### src/rtl/core/tcpq_pkg.sv
// tcpq_pkg: operation codes, field widths and the queue entry type
// for the two-class priority queue. No dependencies.
`timescale 1ns / 1ps

package tcpq_pkg;

  localparam int ITEM_ID_W = 10;
  localparam int COUNT_W   = 5;

  // Highest id that the queue takes; ids are compared at this width.
  localparam int             ID_CMP_W    = 16;
  localparam logic [15:0]    MAX_ITEM_ID = 16'd1023;

  typedef enum logic [1:0] {
    OP_ADD    = 2'd0,
    OP_DEPART = 2'd1,
    OP_REMOVE = 2'd2,
    OP_LOOKUP = 2'd3
  } op_t;

  typedef struct packed {
    logic                 urgent;
    logic [ITEM_ID_W-1:0] id;
  } entry_t;

endpackage

### src/rtl/core/two_class_priority_queue.sv
// two_class_priority_queue: bounded two-class queue with unique ids.
// Depends on tcpq_pkg (op codes, entry type, widths).
`timescale 1ns / 1ps

//--------------------------------------------------------------------------
// Usage
//   Input stream: one transaction per operation. in_tuser carries the
//   operation (add, depart head, remove by id, lookup); in_tdata carries
//   the id, the urgent flag and the item type. Every operation returns
//   exactly one result transaction on the out_ stream with status, found,
//   departed id and both counts after the operation.
//   cfg_we/cfg_wdata set the accepted item type; write only while idle.
//   Structure: the queue sits in a single-port memory; one shared
//   compare unit walks the entries and every move of an entry costs one
//   read and one write. A search steps through S_RDREQ and S_CMP for each
//   entry visited, a shift through S_MVRD and S_MVWR for each entry moved;
//   an add then writes the new entry in S_INS. A rejected op goes straight
//   to S_FIN, which stages the result in the output register.
//   in_tready is high only while the sequencer is idle. A finished result
//   sits in an output register, so the next transaction is accepted while
//   the result waits; if the receiver stalls and a second result is done,
//   the sequencer holds until the output register frees up.
//   Reset (rst_n low, synchronous) empties the queue, clears the output
//   register and sets the accepted type to domestic. Memory contents are
//   not cleared: only entries below the occupancy are ever read.
//--------------------------------------------------------------------------
module two_class_priority_queue
  import tcpq_pkg::*;
#(
  parameter int QUEUE_DEPTH = 16
) (
  input  logic        clk,
  input  logic        rst_n,
  input  logic        cfg_we,
  input  logic        cfg_wdata,     // queue_type
  input  logic        in_tvalid,
  output logic        in_tready,
  input  logic [15:0] in_tdata,      // item_id[9:0], urgent[10], item_type[11], zero pad
  input  logic [1:0]  in_tuser,      // mode[1:0]
  output logic        out_tvalid,
  input  logic        out_tready,
  output logic [23:0] out_tdata      // status[0], found[1], departed_id[11:2],
                                     // total_count[16:12], urgent_count[21:17], zero pad
);

  localparam int ADDR_W = (QUEUE_DEPTH > 1) ? $clog2(QUEUE_DEPTH) : 1;
  localparam int CNT_W  = $clog2(QUEUE_DEPTH + 1);

  typedef enum logic [6:0] {
    S_IDLE  = 7'b0000001,
    S_RDREQ = 7'b0000010,
    S_CMP   = 7'b0000100,
    S_MVRD  = 7'b0001000,
    S_MVWR  = 7'b0010000,
    S_INS   = 7'b0100000,
    S_FIN   = 7'b1000000
  } state_t;

  state_t               state_r, state_nxt;
  logic                 qtype_r;
  logic [CNT_W-1:0]     occ_r, occ_nxt;
  logic [CNT_W-1:0]     uocc_r, uocc_nxt;
  logic [CNT_W-1:0]     idx_r, idx_nxt;
  op_t                  op_r, op_nxt;
  logic [ITEM_ID_W-1:0] id_r, id_nxt;
  logic                 urg_r, urg_nxt;
  logic                 dir_up_r, dir_up_nxt;
  logic                 hit_urg_r, hit_urg_nxt;
  logic                 status_r, status_nxt;
  logic                 found_r, found_nxt;
  logic [ITEM_ID_W-1:0] dep_r, dep_nxt;
  logic                 out_valid_r, out_valid_nxt;
  logic [23:0]          out_data_r, out_data_nxt;

  // single-port queue memory
  entry_t               mem [QUEUE_DEPTH];
  entry_t               rd_data_r;
  logic [ADDR_W-1:0]    rd_addr;
  logic                 mem_we;
  logic [ADDR_W-1:0]    wr_addr;
  entry_t               wr_data;

  logic                 in_fire;
  op_t                  in_op;
  logic [ITEM_ID_W-1:0] in_id;
  logic                 in_urg, in_type, in_id_ok;
  logic [CNT_W:0]       idx_inc;
  logic [CNT_W-1:0]     idx_dec;
  logic [CNT_W-1:0]     ins_pos;
  logic                 cmp_hit;
  logic                 out_load;

  assign in_tready = (state_r == S_IDLE);
  assign in_fire   = in_tvalid && in_tready;
  assign in_op     = op_t'(in_tuser);
  assign in_id     = in_tdata[ITEM_ID_W-1:0];
  assign in_urg    = in_tdata[ITEM_ID_W];
  assign in_type   = in_tdata[ITEM_ID_W+1];
  assign in_id_ok  = (in_id != '0) && (ID_CMP_W'(in_id) <= MAX_ITEM_ID);

  assign idx_inc   = {1'b0, idx_r} + 1'b1;
  assign idx_dec   = idx_r - 1'b1;
  // urgent items go right after the urgent block, normal ones at the tail
  assign ins_pos   = urg_r ? uocc_r : occ_r;
  // depart always takes the head, which is the first entry compared
  assign cmp_hit   = (op_r == OP_DEPART) || (rd_data_r.id == id_r);
  assign out_load  = (state_r == S_FIN) && (!out_valid_r || out_tready);

  always_ff @(posedge clk) begin
    if (mem_we) begin
      mem[wr_addr] <= wr_data;
    end
    rd_data_r <= mem[rd_addr];
  end

  always_comb begin
    state_nxt   = state_r;
    occ_nxt     = occ_r;
    uocc_nxt    = uocc_r;
    idx_nxt     = idx_r;
    op_nxt      = op_r;
    id_nxt      = id_r;
    urg_nxt     = urg_r;
    dir_up_nxt  = dir_up_r;
    hit_urg_nxt = hit_urg_r;
    status_nxt  = status_r;
    found_nxt   = found_r;
    dep_nxt     = dep_r;
    rd_addr     = idx_r[ADDR_W-1:0];
    mem_we      = 1'b0;
    wr_addr     = idx_r[ADDR_W-1:0];
    wr_data     = rd_data_r;

    unique case (state_r)
      S_IDLE: begin
        if (in_fire) begin
          op_nxt      = in_op;
          id_nxt      = in_id;
          urg_nxt     = in_urg;
          idx_nxt     = '0;
          dir_up_nxt  = 1'b0;
          hit_urg_nxt = 1'b0;
          status_nxt  = 1'b1;
          found_nxt   = 1'b0;
          dep_nxt     = '0;
          state_nxt   = S_FIN;
          unique case (in_op)
            OP_ADD: begin
              if (in_id_ok && (in_type == qtype_r) &&
                  (occ_r != CNT_W'(QUEUE_DEPTH))) begin
                if (occ_r == '0) begin
                  // nothing to search: open the slot directly
                  dir_up_nxt = 1'b1;
                  idx_nxt    = occ_r;
                  state_nxt  = S_MVRD;
                end else begin
                  state_nxt = S_RDREQ;
                end
              end
            end
            OP_DEPART: begin
              if (occ_r != '0) state_nxt = S_RDREQ;
            end
            OP_REMOVE: begin
              if (in_id_ok && (occ_r != '0)) state_nxt = S_RDREQ;
            end
            OP_LOOKUP: begin
              if (in_id_ok) begin
                status_nxt = 1'b0;
                if (occ_r != '0) state_nxt = S_RDREQ;
              end
            end
            default: ;
          endcase
        end
      end

      S_RDREQ: begin
        // read address idx_r is presented this cycle
        state_nxt = S_CMP;
      end

      S_CMP: begin
        if (cmp_hit) begin
          hit_urg_nxt = rd_data_r.urgent;
          unique case (op_r)
            OP_ADD: begin
              state_nxt = S_FIN;  // duplicate id
            end
            OP_DEPART: begin
              dep_nxt   = rd_data_r.id;
              state_nxt = S_MVRD;
            end
            OP_REMOVE: begin
              state_nxt = S_MVRD;
            end
            OP_LOOKUP: begin
              found_nxt = 1'b1;
              state_nxt = S_FIN;
            end
            default: state_nxt = S_FIN;
          endcase
        end else if (idx_inc == {1'b0, occ_r}) begin
          // searched every entry without a hit
          if (op_r == OP_ADD) begin
            dir_up_nxt = 1'b1;
            idx_nxt    = occ_r;
            state_nxt  = S_MVRD;
          end else begin
            state_nxt = S_FIN;
          end
        end else begin
          idx_nxt   = idx_inc[CNT_W-1:0];
          state_nxt = S_RDREQ;
        end
      end

      S_MVRD: begin
        if (dir_up_r) begin
          if (idx_r == ins_pos) begin
            state_nxt = S_INS;
          end else begin
            rd_addr   = idx_dec[ADDR_W-1:0];
            state_nxt = S_MVWR;
          end
        end else begin
          if (idx_inc >= {1'b0, occ_r}) begin
            // entries behind the removed one have closed up
            occ_nxt    = occ_r - 1'b1;
            if (hit_urg_r && (uocc_r != '0)) uocc_nxt = uocc_r - 1'b1;
            status_nxt = 1'b0;
            state_nxt  = S_FIN;
          end else begin
            rd_addr   = idx_inc[ADDR_W-1:0];
            state_nxt = S_MVWR;
          end
        end
      end

      S_MVWR: begin
        mem_we    = 1'b1;
        wr_addr   = idx_r[ADDR_W-1:0];
        wr_data   = rd_data_r;
        idx_nxt   = dir_up_r ? idx_dec : idx_inc[CNT_W-1:0];
        state_nxt = S_MVRD;
      end

      S_INS: begin
        mem_we         = 1'b1;
        wr_addr        = idx_r[ADDR_W-1:0];
        wr_data.urgent = urg_r;
        wr_data.id     = id_r;
        occ_nxt        = occ_r + 1'b1;
        if (urg_r) uocc_nxt = uocc_r + 1'b1;
        status_nxt     = 1'b0;
        state_nxt      = S_FIN;
      end

      S_FIN: begin
        if (out_load) state_nxt = S_IDLE;
      end

      default: state_nxt = S_IDLE;
    endcase
  end

  // output register: load a finished result, drop it once taken
  always_comb begin
    out_valid_nxt = out_valid_r;
    out_data_nxt  = out_data_r;
    if (out_load) begin
      out_valid_nxt = 1'b1;
      out_data_nxt  = {2'b00, COUNT_W'(uocc_r), COUNT_W'(occ_r), dep_r, found_r, status_r};
    end else if (out_tready) begin
      out_valid_nxt = 1'b0;
    end
  end

  always_ff @(posedge clk) begin
    if (!rst_n) begin
      state_r     <= S_IDLE;
      qtype_r     <= 1'b0;
      occ_r       <= '0;
      uocc_r      <= '0;
      out_valid_r <= 1'b0;
    end else begin
      state_r     <= state_nxt;
      occ_r       <= occ_nxt;
      uocc_r      <= uocc_nxt;
      out_valid_r <= out_valid_nxt;
      if (cfg_we) qtype_r <= cfg_wdata;
    end
  end

  always_ff @(posedge clk) begin
    idx_r      <= idx_nxt;
    op_r       <= op_nxt;
    id_r       <= id_nxt;
    urg_r      <= urg_nxt;
    dir_up_r   <= dir_up_nxt;
    hit_urg_r  <= hit_urg_nxt;
    status_r   <= status_nxt;
    found_r    <= found_nxt;
    dep_r      <= dep_nxt;
    out_data_r <= out_data_nxt;
  end

  assign out_tvalid = out_valid_r;
  assign out_tdata  = out_data_r;

`ifndef SYNTHESIS
  // urgent items are a subset of all queued items
  a_urgent_le_total: assert property (@(posedge clk) disable iff (!rst_n)
    uocc_r <= occ_r)
    else $error("urgent count exceeds total count");

  // occupancy never passes the depth
  a_occ_bound: assert property (@(posedge clk) disable iff (!rst_n)
    occ_r <= CNT_W'(QUEUE_DEPTH))
    else $error("occupancy above queue depth");

  // one operation moves the occupancy by at most one
  a_occ_step: assert property (@(posedge clk) disable iff (!rst_n)
    ##1 ((occ_r == $past(occ_r)) || (occ_r == $past(occ_r) + 1'b1) ||
         (occ_r + 1'b1 == $past(occ_r))))
    else $error("occupancy jumped by more than one");

  // an accepted transaction closes the input until its result is staged
  a_busy_after_accept: assert property (@(posedge clk) disable iff (!rst_n)
    in_fire |=> !in_tready)
    else $error("input accepted twice without a result");
`endif

endmodule

### config.mk
export PLATFORM = sky130hd
export DESIGN_NAME = two_class_priority_queue
export DESIGN_NICKNAME = d
export VERILOG_FILES = /design/src/rtl/core/tcpq_pkg.sv /design/src/rtl/core/two_class_priority_queue.sv
export SDC_FILE = /design/constraint.sdc
export NUM_CORES = 1
export LEC_CHECK = 0
export BUFFER_PORTS_ARGS = -buffer_cell sky130_fd_sc_hd__buf_4
export CAP_MARGIN = 5
export CORE_UTILIZATION = 55
export CTS_CLUSTER_DIAMETER = 40
export DETAILED_ROUTE_END_ITERATION = 8
export GPL_ROUTABILITY_DRIVEN = 0
export PLACE_DENSITY = 0.71
export SLEW_MARGIN = 5
export SYNTH_ARGS = -nofsm -noshare
export SYNTH_HDL_FRONTEND = slang
export SYNTH_SLANG_ARGS = --single-unit
### constraint.sdc
create_clock -name clk -period 4.07 [get_ports clk]
set_input_delay 0.6105 -clock clk [delete_from_list [all_inputs] [get_ports clk]]
set_output_delay 0.6105 -clock clk [all_outputs]
set_load 0.02 [all_outputs]
==> flow_summary.ini, run 1 <==
[status]
status = finished clean

[timing]
finalSetupViolations = 0
finalSetupTns_ns = 0
whs_ns = 0.293
period_share_pct = 95.0
finalHoldViolCount = 0
slew_viol_final = 0
tightest_slew_ns = 1.05
max-slew-margin-rel_pct = 29.7
fin_ws_ns = 0.203
skew_ns = 0.0117
fin_crit_ns = 3.87
max_freq_mhz = 259

[worst_setup_path]
cp-end-kind = register
r2r_setup_slack_ns = 0.20
worst_r2r_path_depth = 13
critPathLaunchType = register
crit_start = idx_r[1]$_DFFE_PP_
cp_data_required_time_ns = 4.42
path_max_fanout = 11
reg2reg_to = rd_data_r[7]$_DFF_P_
crit_path_end = rd_data_r[7]$_DFF_P_
critical_path_class = reg -> reg
arrival_ns = 4.22
r2r_start = idx_r[1]$_DFFE_PP_

[die]
die_w_um = 145
initial_core_util_pct = 57.0
rows = 51
die_area_um2 = 21000
die_y_um = 145
coreArea_um2 = 19700
ioPinCount = 50

[clocking]
cts_buffers = 34
cts_max_level = 2
clkTransAtPathRegs_ns = 0.06
cts_tree = done
clk_latency_ns = 0.50
cts_sinks = 260
clk_path_buf_depth = 3
clockRootBuffer = clkbuf_16

[logic_synthesis]
synth_area_um2 = 11200
post_synth_inst_count = 874
synth_top_area_share_pct = 61.4
synth_top_area_cell = edfxtp_1
yosys.cell_types.count = 65
synthArstFlopShare_pct = 0
avgSynthCellArea_um2 = 12.9
synth_area_leaders = edfxtp_1 61%, nand2_1 5.7%, dfxtp_1 5.3%
synth-seq-cells = 260
synth_edf_count = 230
synth_flop_cell = edfxtp_1
seq_area_frac_synth_pct = 66.8
ys_warn_count = 0

[finish]
layout_common_cells = 230 x edfxtp_1, 170 x nand2_1, 78 x buf_4, 44 x mux2i_1, 43 x nor2_1
n_antenna_cell = 0
final_cells = 1243
final_common_cell = edfxtp_1
utilization_pct = 67.1
stdcell_area_um2 = 13200
fin_nets = 998
syn2layout_area_growth_pct = 17.7
drive_gt1_share_pct = 16.8

[detailed_routing]
viasPerCell = 5.77
wl_per_cell_um = 20.0
finalWirelength_um = 24800
ant_nets = 0
drcViolationCount = 0
first_pass_iters = 5
drt_iter0_drc = 680
vias = 7173

[grt]
globalRouteOverflowTotal = 0
first_global_vias = 6743
grt_max_degree = 38
grt_usage_pct = 23.8
antenna_found_initial = 0
grt_pass1_wl_um = 37900

[hold_path]
min_path_type = in -> reg

[power]
p_total_mw = 8.89
ir_drop_mv = 0.497
power_density_nw_per_um2 = 672
p_leak_nw = 4.93

[placement]
placed_area_um2 = 11900
dp_worst_setup_slack_ns = 0.158
hpwl_um = 15600
place_inst = 1169
numPortBuffers = 43

[flow_run]
maxCapViolations = 0
-- registers in the layout (all words and copies together) (netlist names), 7 cells and up --
register and flops:
mem 176, id_r 10, dep_r 10, out_tdata 22, state_r 7, rd_data_r 11
-- timing repair --
action,4_1_cts,5_1_grt
gates resized for setup,0,4
hold buffers,0,0
setup endpoints to repair,0,11
setup buffers,0,12
-- metal layers --
metal / share of wire (%) / vias up / global-route usage (%)
li1: - / 3352 / -
met1: 44 / 3510 / 34.1
met2: 47 / 264 / 36.8
met3: 6.6 / 47 / 4.18
met4: 2.5 / 0 / 8.24
met5: 0 / - / 0
-- power by group --
group	switching [mW]	total [mW]	internal (mW)
sequential	0.145	3.51	3.36
combinational	1.48	2.35	0.860
clock	1.10	3.04	1.94
total	2.73	8.89	6.16
-- worst min-delay path by stage --
stage / slack (ns) / end / from / cells past startpoint
after detailed placement: 0.40 / out_tdata[7]$_DFFE_PP_ / dep_r[5]$_SDFFCE_PN0P_ / 0
after global routing: 0.28 / urg_r$_DFFE_PP_ / in_tdata[10] / 1
after global placement: 0.40 / out_tdata[8]$_DFFE_PP_ / dep_r[6]$_SDFFCE_PN0P_ / 0
after CTS: 0.28 / urg_r$_DFFE_PP_ / in_tdata[10] / 1
final: 0.29 / urg_r$_DFFE_PP_ / in_tdata[10] / 1
after floorplan: 0.40 / out_tdata[0]$_DFFE_PP_ / status_r$_SDFFCE_PP0P_ / 0
-- Yosys cell counts, types with 6 or more instances --
| master | n |
|---|---|
| edfxtp_1 | 230 |
| clkbuf_1 | 16 |
| nor2b_1 | 6 |
| mux2_2 | 10 |
| o221ai_1 | 10 |
| xnor2_1 | 17 |
| mux2i_1 | 44 |
| nor2_1 | 45 |
| a21oi_1 | 19 |
| inv_1 | 12 |
| a32oi_1 | 10 |
| o21ai_0 | 30 |
| nand2_1 | 171 |
| nand3b_1 | 13 |
| buf_6 | 6 |
| and2_1 | 30 |
| ha_1 | 19 |
| dfxtp_1 | 30 |
| nor4_1 | 7 |
| xor2_1 | 17 |
| nand3_1 | 40 |
| buf_2 | 17 |
-- cell families after synthesis --
| logic type | count (synthesis) | share of synthesized area (%) |
|---|---|---|
| AND/OR/NAND/NOR | 345 | 14.4 |
| flip-flops | 260 | 66.8 |
| AO/OA/AOI/OAI | 104 | 6.23 |
| buffers and inverters | 55 | 2.49 |
| multiplexers | 54 | 4.92 |
| XOR/XNOR | 34 | 2.65 |
| adder cells (fa/ha/maj) | 21 | 2.47 |
| other | 1 | 0.0334 |
-- area by class of cell --
| cell class | count | area (um2) |
|---|---|---|
| fillers | 1365 | 6490 |
| multi-input cells | 561 | 3500 |
| inverters | 14 | 52.6 |
| flip-flops and latches | 260 | 7510 |
| clock buffers | 41 | 918 |
| repair buffers | 82 | 666 |
| clock inverters | 20 | 250 |
| well taps | 265 | 332 |
-- worst max-delay path: stages (launching register included) --
cell	delay [ns]
edfxtp_1	0.55
ha_1	0.28
nand3_1	0.10
xnor2_1	0.19
ha_1	0.27
and3_1	0.22
a211o_1	0.34
a221oi_1	0.44
and2_4	0.34
buf_4	0.19
mux2i_1	0.20
mux2i_1	0.10
a32oi_1	0.31
o221ai_1	0.18
Power figures use the tool's default switching activity.
==> run 2: changes to the inputs <==
CTS_BUF_LIST = sky130_fd_sc_hd__clkbuf_4   (was not set)
==> run 2 against run 1 <==
Net effect:
- combinational power about the same
- die area did not move
- clock skew rose by 0.033 ns
- via count is 2.2% higher
- worst setup slack improved by 0.082 ns
- critical path depth fell by 1
- core utilization down 1.8 points
- sequential share of layout area is 1.5 points higher
- largest cell class unchanged
==> flow_summary.ini, run 2 (synthesis gave the netlist of run 1 again) <==
[status]
status = finished clean

[timing]
finalHoldViolCount = 0
skew_ns = 0.0448
finalSetupViolations = 0
fin_crit_ns = 3.79
slew_viol_final = 0
tightest_slew_ns = 1.06
finalSetupTns_ns = 0
period_share_pct = 93.0
rsz0062_at_grt = no
whs_ns = 0.126
max_freq_mhz = 264
max-slew-margin-rel_pct = 29.3

[finish]
multi_input_area_um2 = 3500
final_common_cell = edfxtp_1
fin_nets = 1031
largest_reg_flops = 176
layout_common_cells = 230 x edfxtp_1, 170 x nand2_1, 102 x clkbuf_4, 76 x buf_4, 44 x mux2i_1
drive_gt1_share_pct = 21.0
regMostFlops = mem
utilization_pct = 65.3
syn2layout_area_growth_pct = 14.6
seq_area_um2 = 7510
final_cells = 1296
nFillCells = 1479

[worst_setup_path]
cp-end-kind = register
cp_data_required_time_ns = 4.59
critPathLaunchType = register
path_max_fanout = 11
critical_path_class = reg -> reg
arrival_ns = 4.30

[clocking]
clk_latency_ns = 0.67
cts_max_level = 3
clockRootBuffer = clkbuf_4
clkTransAtPathRegs_ns = 0.07
cts_sinks = 260
hold_buffers = 0
clk_path_buf_depth = 3
cts_buffers = 68
cts_tree = done

[placement]
place_inst = 1169
hpwl_um = 15600
numPortBuffers = 43

[power]
ir_drop_mv = 0.329
p_leak_nw = 4.86
power_density_nw_per_um2 = 619

[detailed_routing]
first_pass_iters = 5
finalWirelength_um = 24600
ant_nets = 0
vias = 7328
viasPerCell = 5.65
drcViolationCount = 0
wl_per_cell_um = 19.0
drt_iter0_drc = 646

[flow_run]
maxCapViolations = 0

[grt]
antenna_found_initial = 1
globalRouteOverflowTotal = 0
grt_max_degree = 38
grt_pass1_wl_um = 37600
first_global_vias = 6914
grt_usage_pct = 23.7

[die]
die_y_um = 145
rows = 51
coreArea_um2 = 19700
ioPinCount = 50
die_w_um = 145
die_area_um2 = 21000
initial_core_util_pct = 57.0

[hold_path]
min_path_type = in -> reg
[run 2: power breakdown]
part,switching (mW),leakage (nW),internal [mW]
Combinational,1.48,2.01,0.867
Clock,0.991,0.497,1.14
Sequential,0.142,2.35,3.36
Total,2.61,4.86,5.36
[run 2: area by class of cell]
cell class                 count  area share, %
tap                          265           2.57
antenna                        1         0.0194
inverter                      14          0.408
timing repair buffer          81           5.21
multi-input combinational    561           27.2
clock buffer                 102           5.94
clock inverter                12          0.379
sequential                   260           58.3
[run 2: worst paths after layout]
| kind | from | end | slack (ns) | cells past startpoint |
|---|---|---|---|---|
| worst max-delay path | idx_r[1]$_DFFE_PP_ | rd_data_r[0]$_DFF_P_ | 0.28 | 12 |
| worst max register to register | idx_r[1]$_DFFE_PP_ | rd_data_r[0]$_DFF_P_ | 0.28 | 12 |
| worst min register to register | dep_r[7]$_SDFFCE_PN0P_ | out_tdata[9]$_DFFE_PP_ | 0.42 | 0 |
| worst min-delay path | in_tdata[9] | id_r[9]$_DFFE_PP_ | 0.13 | 1 |
[run 2: worst max-delay path, cell delays in order (launching register included)]
cell,delay [ns]
edfxtp_1,0.55
ha_1,0.28
nand3_1,0.10
xnor2_1,0.19
ha_1,0.27
and3_1,0.22
a211o_1,0.34
or3b_1,0.37
a21oi_1,0.19
xor2_1,0.34
nor2_2,0.21
a32oi_1,0.40
o221ai_1,0.18
[run 2: what timing repair did]
action | in CTS | in global routing
buffers inserted | 0 | 11
gates resized for setup | 0 | 4
endpoints found under the setup margin | 0 | 11
[run 2: metrics by stage]
| step | power, mW | setup slack [ns] | cell area [um2] |
|---|---|---|---|
| CTS | 7.85 | 0.154 | 12700 |
| global placement | 5.69 | 0.231 | 11900 |
| global route | 8.36 | 0.0401 | 12900 |
| floorplan | 5.02 | 0.801 | 11200 |
| detailed placement | 5.73 | 0.158 | 11900 |
| finish | 7.97 | 0.285 | 12900 |
[run 2: metal layers]
layer	track usage (%)	wire length, um
met3	5.50	1990
met2	35.7	11300
met5	0	0
met4	8.94	487
met1	33.5	10900
